$ cat src/rtl/dht_ram.sv
`timescale 1ns / 1ps
`default_nettype none
// ----------------------------------------------------------------------------
// dht_ram
// Simple dual-port RAM: one write port, one read port with registered data.
// ----------------------------------------------------------------------------
module dht_ram #(
   parameter int WIDTH = 8,
   parameter int DEPTH = 16
) (
   input  wire                      clock,
   input  wire                      wr_en,
   input  wire [$clog2(DEPTH)-1:0]  wr_addr,
   input  wire [WIDTH-1:0]          wr_data,
   input  wire [$clog2(DEPTH)-1:0]  rd_addr,
   output logic [WIDTH-1:0]         rd_data
);

   logic [WIDTH-1:0] mem_ff [DEPTH];

   // Write port.
   always_ff @(posedge clock) begin
      if (wr_en) begin
         mem_ff[wr_addr] <= wr_data;
      end
   end

   // Registered read port.
   always_ff @(posedge clock) begin
      rd_data <= mem_ff[rd_addr];
   end

endmodule
`default_nettype wire

$ cat config.mk
export PLATFORM = sky130hd
export DESIGN_NAME = dht_ram
export DESIGN_NICKNAME = d
export VERILOG_FILES = /design/src/rtl/dht_ram.sv
export SDC_FILE = /design/constraint.sdc
export NUM_CORES = 1
export LEC_CHECK = 0
export CORE_UTILIZATION = 39
export CTS_CLUSTER_SIZE = 25
export DETAILED_ROUTE_END_ITERATION = 10
export DONT_BUFFER_PORTS = 1
export PLACE_DENSITY = 0.51
export SYNTH_ARGS = -nofsm -noshare
export SYNTH_HDL_FRONTEND = slang
export SYNTH_SLANG_ARGS = --single-unit
$ cat constraint.sdc
create_clock -name clock -period 2.6 [get_ports clock]
set_input_delay 0.65 -clock clock [delete_from_list [all_inputs] [get_ports clock]]
set_output_delay 0.65 -clock clock [all_outputs]
set_load 0.02 [all_outputs]
==> flow_summary.ini <==
[outcome]
outcome = completed

[timing]
fin_crit_sh_pct = 57.2
final-hold-violation-count = 0
fin_crit_ps = 1490
setup_viol_count_final = 0
max_slew_margin_pct = 55.0
slew_viol_final = 0
timing.hold.ws_ps = 337
fmax_mhz = 672
finClkSkew_ps = 8.03
worst_pin_slew_ps = 672
rsz0062_at_grt = false
tns_ps = 0

[clock_tree]
cts_setup_buffers = 0
clock_sinks = 136
clockRootBuffer = clkbuf_16
cts_resized = 0
cts_tree = yes
holdBufCountCts = 0
cts_inserted_buffers = 17
cts.clk_slew.worst_paths_ps = 50
insertion_delay_ps = 410
ctsLongestPathBuffers = 2
h-tree-depth = 4

[setup_path]
worstPathRequired_ps = 1950
worst-path-stages = 0
crit_type = reg -> out
crit_end = rd_data[1]
r2r_cells = 3
critPathLaunchType = register
rrSetupSlack_ps = 1130
critPathCaptureType = output port
path_max_fanout = 1
arrival_ps = 840
worstReg2RegStart = mem_ff[0][5]$_DFFE_PP_
timing.rr.end = rd_data[5]$_DFF_P_
cp-startpoint = rd_data[1]$_DFF_P_

[placement]
port_buffers = 0
gp_congestion = 0.701
place_hpwl_um = 6590

[global_route]
grt_usage_pct = 17.8
grt-ovfl-total = 0
grt_pass1_vias = 2471
antenna_found_initial = 0
grt_max_degree = 33
grt_pass1_wl_um = 15900

[yosys]
ys_ff_latch = 136
ys_seq_area_share_pct = 77.8
synth_warnings = 0
netlist_area_um2 = 5150
ys_types = 19
synthCells = 229
syn-num-nets = 247
syn_area_per_cell_um2 = 22.5

[final_layout]
diodes = 0
n_fill_cell = 1084
areaGrowthSynthToFinish_pct = 15.5
drive_gt1_share_pct = 22.4
final_nets = 273

[floorplanning]
die_width_um = 117
die_h_um = 117
ios = 26
dieArea_um2 = 13700
rows = 41
fp.coreArea_um2 = 12700
start_util_pct = 40.5

[route]
drc = 0
via_per_inst = 5.24
drtPass1Iterations = 4
wl_um = 10600
vias = 2307
drtAntennaViolNets = 0
routedWlPerCell_um = 24.1
drtIter0Drc = 253

[pwr]
ir_drop_mv = 0.534
intPower_mw = 3.91
clockPowerShare_pct = 45.5
powerDensity_nw_per_um2 = 809
switching_share_pct = 18.9
comb_power_share_pct = 2.9
seqPwrFrac_pct = 51.7
power.net_switching_uw = 908
p_leak_nw = 1.95

[min_path]
hp-class = in -> reg
min_from = wr_data[3]

[job]
max_cap_violations = 0
## area by class of cell
cell class                      count  area, µm²  share of cell area (%)
Timing Repair Buffer               17        128                    2.15
Sequential cell                   136       4000                    67.3
Multi-Input combinational cell     83       1060                    17.8
Clock inverter                     14        114                    1.91
Clock buffer                       18        429                    7.22
Tap cell                          172        215                    3.62
## worst min-delay path by stage
stage / endpoint / slack (ps) / cells after the start
6_report: mem_ff[11][3]$_DFFE_PP_ / 340 / 0
5_1_grt: mem_ff[10][3]$_DFFE_PP_ / 310 / 0
4_1_cts: mem_ff[3][7]$_DFFE_PP_ / 310 / 0
3_5_place_dp: rd_data[1]$_DFF_P_ / 650 / 3
3_3_place_gp: rd_data[5]$_DFF_P_ / 660 / 3
2_1_floorplan: rd_data[0]$_DFF_P_ / 630 / 3
## metrics by stage
stage	util [%]	total power [mW]	cell area, µm²	instances	setup WS [ps]
2_1_floorplan	-	2.65	5150	229	457
3_3_place_gp	42.5	2.67	5400	408	770
3_5_place_dp	42.5	2.67	5400	408	770
4_1_cts	46.7	4.88	5950	440	1070
5_1_grt	46.7	4.98	5950	440	1060
6_report	46.7	4.81	5950	440	1110
## flip-flops by register name, summed over array words and instances, names as in the netlist
register / flops
mem_ff: 128
rd_data: 8
## power groups by stage
stage | combinational [mW] | sequential (mW) | clock (mW)
5_1_grt | 0.147 | 2.49 | 2.34
6_report | 0.138 | 2.49 | 2.19
3_5_place_dp | 0.140 | 2.53 | 0
4_1_cts | 0.140 | 2.49 | 2.26
3_3_place_gp | 0.139 | 2.53 | 0
2_1_floorplan | 0.124 | 2.53 | 0
## cells by family (layout without fill, tap and decap cells)
family,after synthesis,count (layout),share of synthesized area (%)
AOI/OAI and AO/OA,16,16,2.33
buffers and inverters,10,49,1.68
DFF,136,136,77.8
muxes,32,32,15.0
and+or+nand+nor,35,35,3.18
## metal layers
metal  GRT usage [%]  vias up  routed length, µm
li1                -     1028                  -
met1            24.7     1193               4850
met2            26.2       79               5070
met3            5.61        7                601
met4            7.59        0                 97
met5               0        -                  0
## cell usage after synthesis
cell / n / area share [%]
buf_2: 3 / 0.29
a22oi_1: 16 / 2.3
nand2b_1: 2 / 0.24
nand3b_1: 2 / 0.29
and2b_1: 1 / 0.15
clkdlybuf4s25_2: 3 / 0.58
nand2_1: 9 / 0.66
buf_6: 3 / 0.66
or3b_2: 1 / 0.17
and2_1: 1 / 0.12
edfxtp_1: 128 / 75
mux4_1: 14 / 7.1
nand3_1: 1 / 0.097
buf_4: 1 / 0.15
mux4_2: 18 / 7.9
nor3_1: 4 / 0.39
nor2_1: 13 / 0.95
nor2b_1: 1 / 0.12
dfxtp_1: 8 / 3.1
## cell usage in the layout, fill, tap and decap left out, drive strengths merged, types with 2 or more instances in the layout
| master | n |
|---|---|
| edfxtp | 128 |
| mux4 | 32 |
| clkbuf | 18 |
| buf | 17 |
| a22oi | 16 |
| nor2 | 13 |
| clkinv | 11 |
| nand2 | 9 |
| dfxtp | 8 |
| nor3 | 4 |
| nand3b | 2 |
| nand2b | 2 |
| bufinv | 2 |
Power figures use the tool's default switching activity.
