$ cat src/rtl/dht_mod.sv
`timescale 1ns / 1ps
`default_nettype none
// ----------------------------------------------------------------------------
// dht_mod
// Iterative remainder unit: restoring division, one dividend bit per cycle.
// ----------------------------------------------------------------------------
module dht_mod #(
   parameter int NUM_W = 31,
   parameter int DEN_W = 11
) (
   input  wire               clock,
   input  wire               reset,
   input  wire               start,
   input  wire [NUM_W-1:0]   num,
   input  wire [DEN_W-1:0]   den,
   output logic              done,
   output logic [DEN_W-1:0]  rem
);

   localparam int CNT_W = $clog2(NUM_W + 1);

   logic [NUM_W-1:0] num_ff, num_in;
   logic [DEN_W-1:0] den_ff, den_in;
   logic [DEN_W-1:0] rem_ff, rem_in;
   logic [CNT_W-1:0] cnt_ff, cnt_in;
   logic             done_ff, done_in;
   logic [DEN_W:0]   shifted;

   // One restoring step: bring in the next dividend bit and subtract if it fits.
   always_comb begin
      num_in  = num_ff;
      den_in  = den_ff;
      rem_in  = rem_ff;
      cnt_in  = cnt_ff;
      done_in = 1'b0;
      shifted = {rem_ff, num_ff[NUM_W-1]};
      if (start) begin
         num_in = num;
         den_in = den;
         rem_in = '0;
         cnt_in = CNT_W'(NUM_W);
      end else if (cnt_ff != '0) begin
         num_in = {num_ff[NUM_W-2:0], 1'b0};
         if (shifted >= {1'b0, den_ff}) begin
            rem_in = DEN_W'(shifted - {1'b0, den_ff});
         end else begin
            rem_in = DEN_W'(shifted);
         end
         cnt_in = cnt_ff - 1'b1;
         done_in = (cnt_ff == CNT_W'(1));
      end
   end

   always_ff @(posedge clock) begin
      if (reset) begin
         cnt_ff  <= '0;
         done_ff <= 1'b0;
      end else begin
         cnt_ff  <= cnt_in;
         done_ff <= done_in;
      end
   end

   always_ff @(posedge clock) begin
      num_ff <= num_in;
      den_ff <= den_in;
      rem_ff <= rem_in;
   end

   assign done = done_ff;
   assign rem  = rem_ff;

endmodule
`default_nettype wire

$ cat config.mk
export PLATFORM = sky130hd
export DESIGN_NAME = dht_mod
export DESIGN_NICKNAME = d
export VERILOG_FILES = /design/src/rtl/dht_mod.sv
export SDC_FILE = /design/constraint.sdc
export NUM_CORES = 1
export LEC_CHECK = 0
export BUFFER_PORTS_ARGS = -buffer_cell sky130_fd_sc_hd__buf_2
export CORE_MARGIN = 1.5
export CORE_UTILIZATION = 55
export DETAILED_ROUTE_END_ITERATION = 8
export PLACE_DENSITY = 0.79
export SYNTH_ARGS = -nofsm -noshare
export SYNTH_HDL_FRONTEND = slang
export SYNTH_SLANG_ARGS = --single-unit
export TNS_END_PERCENT = 30
$ cat constraint.sdc
create_clock -name clock -period 2.7 [get_ports clock]
set_input_delay 0.135 -clock clock [delete_from_list [all_inputs] [get_ports clock]]
set_output_delay 0.135 -clock clock [all_outputs]
set_load 0.005 [all_outputs]
==> impl_metrics.env, run 1 <==
export IMPL_cp_start_kind="flip-flop"
export IMPL_h_tree_depth=3
export IMPL_portBuffers=56
export IMPL_dr_first_iter_drc_count=132
export IMPL_hold_class="in -> reg"
export IMPL_antenna_found_initial=0
export IMPL_crit_family="compound AO/OA/AOI/OAI gates"
export IMPL_fin_crit_sh_pct=88.9
export IMPL_overflow=0
export IMPL_critPathSlowestCell="fa_1"
export IMPL_hp_start="reset"
export IMPL_post_drt_wl_per_cell_um=15.3
export IMPL_synthAdderAreaFrac_pct=6.40
export IMPL_avgSynthCellArea_um2=12.1
export IMPL_grt_pass1_vias=2146
export IMPL_synth_warnings=0
export IMPL_stdcell_area_um2=3670
export IMPL_globalplace_congestion=0.970
export IMPL_synth_xor_area_share_pct=1.15
export IMPL_fin_skew_ns=0.00821
export IMPL_synth_compound_area_share_pct=11.0
export IMPL_dpl_hpwl_um=4170
export IMPL_fin_util_pct=70.1
export IMPL_fin_tns_setup_ns=0
export IMPL_fillCellCount=387
export IMPL_synth_cells=252
export IMPL_coreArea_um2=5240
export IMPL_drc=0
export IMPL_syn_nets=312
export IMPL_dieWidth_um=77.5
export IMPL_synth_top_family_by_area="multiplexers"
export IMPL_drive_gt1_share_pct=35.6
export IMPL_worst_slew_pin_slew_ns=0.632
export IMPL_maxCapViolations=0
export IMPL_clockRootBuffer="clkbuf_8"
export IMPL_rr_worst_depth=9
export IMPL_path_buf_inv=1
export IMPL_ant_nets=0
export IMPL_worst_path_max_fanout=13
export IMPL_synth_mux_area_share_pct=12.7
export IMPL_clock_sinks=59
export IMPL_fmax_ghz=0.417
export IMPL_path_cells="inv_1 > ha_1 > fa_1 > nand2b_2 > o2bb2ai_2 > a211o_2 > nand2_4 > o21ai_0 > a32o_1"
export IMPL_num_vias=2188
export IMPL_worstReg2RegStart="num_ff[30]"
export IMPL_timing_final_hold_violations=0
export IMPL_finalMaxSlewViolations=0
export IMPL_cts_buffer_depth=2
export IMPL_reg2reg_to="rem[9]"
export IMPL_whs_path_depth=2
export IMPL_rows=26
export IMPL_synth_simple_area_share_pct=11.9
export IMPL_cp_slowest_stage_delay_ns=0.40
export IMPL_start_util_pct=58.2
export IMPL_n_antenna_cell=0
export IMPL_grt_max_degree=55
export IMPL_io_pins=57
export IMPL_clk_insertion_delay_late_ns=0.33
export IMPL_cts_hold_buf=11
export IMPL_min_period_ns=2.40
export IMPL_max_slew_margin_pct=57.9
export IMPL_syn_area_um2=3050
export IMPL_ir_drop_mv=0.567
export IMPL_crit_required_ns=2.92
export IMPL_routed_wl_um=6120
export IMPL_synth_seq_area_share_pct=52.5
export IMPL_cts_tree="yes"
export IMPL_outcome="completed"
export IMPL_powerDensity_nw_per_um2=864
export IMPL_power_w=0.00317
export IMPL_post_cts_setup_buffer_count=0
export IMPL_numCtsBuffers=9
export IMPL_grt_pass1_wl_um=10100
export IMPL_clk_pin_slew_ns=0.07
export IMPL_p_leak_nw=1.54
export IMPL_via_per_inst=5.48
export IMPL_die_area_um2=6000
export IMPL_worstPathArrival_ns=2.62
export IMPL_grt_usage_pct=22.1
export IMPL_critPathKind="reg -> reg"
export IMPL_hold_end="cnt_ff[2]"
export IMPL_syn_to_final_growth_pct=20.4
export IMPL_setup_viol=0
export IMPL_rsz0062_at_grt="no"
export IMPL_drtPass1Iterations=4
export IMPL_r2r_setup_slack_ns=0.30
export IMPL_fp_dieH_um=77.5
export IMPL_ys_types=50
export IMPL_end_kind="flip-flop"
export IMPL_final_nets=384
export IMPL_cts_repair_resized=0
export IMPL_post_dp_cell_area_um2=3370
export IMPL_ys_seq_elements=59
## worst max-delay path by stage
stage / cells after the start / end / startpoint
after floorplan: 10 / rem[9] / num_ff[30]
after global placement: 9 / rem[9] / num_ff[30]
after detailed placement: 9 / rem[9] / num_ff[30]
after CTS: 9 / rem[9] / num_ff[30]
after global routing: 9 / rem[9] / num_ff[30]
final: 9 / rem[9] / num_ff[30]
## cell usage after synthesis, drive strengths merged
cell type | number | area (µm²)
fa | 1 | 20.0
or3 | 6 | 37.5
a211oi | 3 | 22.5
xnor2 | 4 | 35.0
clkbuf | 4 | 15.0
or2 | 1 | 6.26
and4b | 1 | 10.0
nand4b | 1 | 8.76
nand2b | 2 | 15.0
mux2i | 5 | 50.1
o21a | 5 | 37.5
ha | 14 | 175
a41oi | 1 | 8.76
o221a | 1 | 11.3
a21boi | 1 | 7.51
mux2 | 30 | 338
nand2 | 12 | 52.6
o211ai | 2 | 15.0
a21oi | 12 | 60.1
nand4 | 2 | 12.5
o31a | 2 | 17.5
nand3 | 4 | 30.0
a311oi | 2 | 30.0
a21o | 1 | 7.51
buf | 4 | 50.1
a32o | 1 | 10.0
and3b | 1 | 8.76
a31o | 1 | 8.76
or2b | 1 | 7.51
nor2b | 2 | 12.5
o2111ai | 1 | 8.76
dfxtp | 17 | 340
o2bb2ai | 1 | 15.0
edfxtp | 42 | 1260
inv | 18 | 67.6
nor3b | 1 | 7.51
nor3 | 8 | 56.3
and3 | 1 | 7.51
and2 | 2 | 12.5
a211o | 1 | 10.0
nor2 | 21 | 78.8
o21ai | 12 | 63.8
## registers in the layout (all words and copies together) (netlist names)
signal,count
done,1
cnt_ff,5
den_ff,11
num_ff,31
rem,11
## per-layer routing
| layer | up-vias | routed length (µm) | GRT usage (%) |
|---|---|---|---|
| met4 | 0 | 92 | 10.5 |
| met1 | 1046 | 2810 | 28.8 |
| met5 | - | 0 | 0 |
| li1 | 1072 | - | - |
| met2 | 59 | 2840 | 34.6 |
| met3 | 11 | 377 | 5.41 |
## kinds of logic (layout without fill, tap and decap cells)
group,Yosys count,count (layout)
DFF,59,59
muxes,35,35
buffers and inverters,26,103
AOI/OAI and AO/OA,47,47
adders and majority gates,15,15
xor gates and xnor gates,4,4
and+or+nand+nor,66,66
## stage by stage
| stage | worst slack [ns] | std cells | hold WS, ns |
|---|---|---|---|
| 6_report | 0.301 | 399 | 0.0445 |
| 5_1_grt | 0.180 | 399 | 0.0371 |
| 3_3_place_gp | 0.395 | 372 | 0.312 |
| 2_1_floorplan | 0.439 | 252 | 0.204 |
| 4_1_cts | 0.308 | 399 | 0.0274 |
| 3_5_place_dp | 0.337 | 372 | 0.313 |
## cell type report
cell class	count	area (µm²)	area share, %
clock buffer	10	128	3.48
clock inverter	6	66.3	1.81
inverter	18	67.6	1.84
multi-input combinational	167	1320	35.8
sequential	59	1600	43.6
tap	70	87.6	2.39
timing repair buffer	69	405	11.0
## cells in the final DEF, fill, tap and decap left out, types with 2 or more instances in the layout
cell,count
buf_2,56
edfxtp_1,42
mux2_2,30
nor2_1,21
inv_1,18
dfxtp_1,17
ha_1,14
a21oi_1,12
nand2_1,11
o21ai_0,11
dlygate4sd3_1,11
clkbuf_8,9
nor3_1,6
or3_1,6
o21a_1,5
mux2i_1,5
xnor2_1,4
a211oi_1,3
and2_1,2
nand4_1,2
o31a_1,2
nor2b_1,2
o211ai_1,2
nand3_2,2
nand3_1,2
a311oi_2,2
clkinv_4,2
clkinvlp_4,2
buf_4,2
## power breakdown
group          internal, W  leakage, nW  switching, W
clock network     0.000426       0.0901      0.000349
logic             0.000528        0.877      0.000605
registers          0.00114        0.575      0.000124
Note: power is estimated with default switching activity, not from simulation.
==> run 2: changes to the inputs <==
Settings changed: BUFFER_PORTS_ARGS -buffer_cell sky130_fd_sc_hd__buf_2 to default, DONT_BUFFER_PORTS from default to 1, PLACE_DENSITY 0.79 to 0.75.
==> impl_metrics.env, run 2 (same netlist as run 1, synthesis figures left out) <==
export IMPL_grt_pass1_wl_um=9770
export IMPL_grt_max_degree=37
export IMPL_worstReg2RegStart="den_ff[0]"
export IMPL_antenna_found_initial=0
export IMPL_clockPowerShare_pct=23.0
export IMPL_cts_tree="yes"
export IMPL_grt_usage_pct=21.9
export IMPL_dieWidth_um=77.5
export IMPL_clk_pin_slew_ns=0.07
export IMPL_wl_met2_um=2900
export IMPL_rsz0062_at_grt="no"
export IMPL_die_area_um2=6000
export IMPL_dr_first_iter_drc_count=94
export IMPL_numCtsBuffers=9
export IMPL_hold_end="num_ff[29]"
export IMPL_timing_final_hold_violations=0
export IMPL_top_register="num_ff"
export IMPL_outcome="completed"
export IMPL_min_period_ns=2.39
export IMPL_crit_required_ns=2.93
export IMPL_num_vias=2052
export IMPL_p_leak_nw=1.40
export IMPL_highest_layer="met4"
export IMPL_ant_nets=0
export IMPL_power_frac_seq_pct=42.3
export IMPL_io_pins=57
export IMPL_drtPass1Iterations=4
export IMPL_max_slew_margin_pct=38.4
export IMPL_fin_crit_sh_pct=88.7
export IMPL_portBuffers=0
export IMPL_fin_tns_setup_ns=0
export IMPL_n_antenna_cell=0
export IMPL_drive_gt1_share_pct=21.2
export IMPL_powerDensity_nw_per_um2=836
export IMPL_clock_sinks=59
export IMPL_coreArea_um2=5240
export IMPL_final_nets=352
export IMPL_drc=0
export IMPL_fmax_ghz=0.418
export IMPL_end_kind="flip-flop"
export IMPL_post_cts_setup_buffer_count=0
export IMPL_switching_share_pct=34.7
export IMPL_dp_cells=318
export IMPL_dpl_hpwl_um=3810
export IMPL_final_cell_mix="edfxtp_1, dlygate4sd3_1, mux2_2"
export IMPL_met1Wirelength_um=2630
export IMPL_stdcell_count=367
export IMPL_power_switching_w=0.00105
export IMPL_worstPathArrival_ns=2.62
export IMPL_rr_worst_depth=8
export IMPL_setup_viol=0
export IMPL_p_int_w=0.00197
export IMPL_clk_insertion_delay_late_ns=0.34
export IMPL_globalplace_congestion=0.883
export IMPL_critPathKind="reg -> reg"
export IMPL_hold_ws_ns=0.0139
export IMPL_finalMaxSlewViolations=0
export IMPL_largest_reg_flops=31
export IMPL_maxCapViolations=0
export IMPL_ir_drop_mv=0.438
export IMPL_post_drt_wl_per_cell_um=16.7
export IMPL_via_per_inst=5.59
export IMPL_r2r_setup_slack_ns=0.31
export IMPL_start_util_pct=58.2
export IMPL_reg2reg_to="rem[9]"
export IMPL_path_cells="ha_1 > fa_1 > nand2b_2 > o2bb2ai_2 > a211o_2 > nand2_4 > o21ai_0 > a32o_1"
export IMPL_rows=26
export IMPL_clockRootBuffer="clkbuf_8"
export IMPL_cp_start_kind="flip-flop"
export IMPL_worst_slew_pin_slew_ns=0.921
export IMPL_hp_start="num[29]"
export IMPL_worst_path_max_fanout=13
export IMPL_routed_wl_um=6130
export IMPL_whs_path_depth=1
export IMPL_mostFrequentLayoutCell="edfxtp_1"
export IMPL_syn_to_final_growth_pct=18.1
export IMPL_hold_class="in -> reg"
export IMPL_fin_skew_ns=0.00953
export IMPL_cts_buffer_depth=2
export IMPL_grt_pass1_vias=1961
export IMPL_wl_met3_um=476
export IMPL_h_tree_depth=3
export IMPL_critPathSlowestCell="fa_1"
export IMPL_comb_power_share_pct=34.7
export IMPL_fp_dieH_um=77.5
export IMPL_cp_slowest_stage_delay_ns=0.40
export IMPL_overflow=0
run 2: cell types whose count changed in the layout (fill, tap and decap cells not counted):
cell,delta
clkinv_4,-1
buf_4,+2
clkinv_2,+1
dlygate4sd3_1,+22
buf_2,-56
inv_6,+1
bufinv_16,-1
run 2: layout make-up:
cell class,count,area [µm²]
Clock buffer,10,128
Clock inverter,6,41.3
Fill cell,380,1640
Inverter,18,67.6
Multi-Input combinational cell,167,1320
Sequential cell,59,1600
Tap cell,70,87.6
Timing Repair Buffer,37,360
run 2: metrics by stage:
| stage | setup slack (ns) | instance area [µm²] | util, % | power, W |
|---|---|---|---|---|
| floorplan | 0.439 | 3050 | - | 0.00213 |
| finish | 0.306 | 3600 | 68.8 | 0.00301 |
| global route | 0.188 | 3600 | 68.8 | 0.00321 |
| global placement | 0.392 | 3100 | 59.2 | 0.00226 |
| detailed placement | 0.337 | 3100 | 59.2 | 0.00227 |
| CTS | 0.313 | 3480 | 66.5 | 0.00300 |
run 2: power groups by stage:
stage	Combinational, W	Clock (W)	Sequential (W)
finish	0.00104	0.000693	0.00127
global placement	0.000971	0	0.00129
floorplan	0.000887	0	0.00124
detailed placement	0.000982	0	0.00129
CTS	0.00102	0.000706	0.00127
global route	0.00116	0.000756	0.00129
run 2: repair_timing:
item | 4_1_cts | 5_1_grt
gates resized for setup | 0 | 0
hold buffers | 21 | 12
endpoints found under the hold margin | 39 | 12
run 2: per-layer routing:
| metal | up-vias | GRT usage [%] |
|---|---|---|
| li1 | 1009 | - |
| met1 | 956 | 27.7 |
| met2 | 74 | 32.9 |
| met3 | 13 | 8.82 |
| met4 | 0 | 9.64 |
| met5 | - | 0 |
run 2: critical path: cells and delay by family, from the launching register on:
kind	cells	cell delay (ns)
AOI/OAI and AO/OA	4	0.89
adders and majority gates	2	0.62
and+or+nand+nor	2	0.39
DFF	1	0.38
run 2: how the worst max path moves through the flow:
stage / startpoint / end / slack, ns / cells after the start
floorplan: num_ff[30] / rem[9] / 0.44 / 10
global placement: num_ff[30] / rem[9] / 0.39 / 9
detailed placement: den_ff[0] / rem[9] / 0.34 / 8
CTS: den_ff[0] / rem[9] / 0.31 / 8
global route: den_ff[0] / rem[9] / 0.19 / 8
finish: den_ff[0] / rem[9] / 0.31 / 8
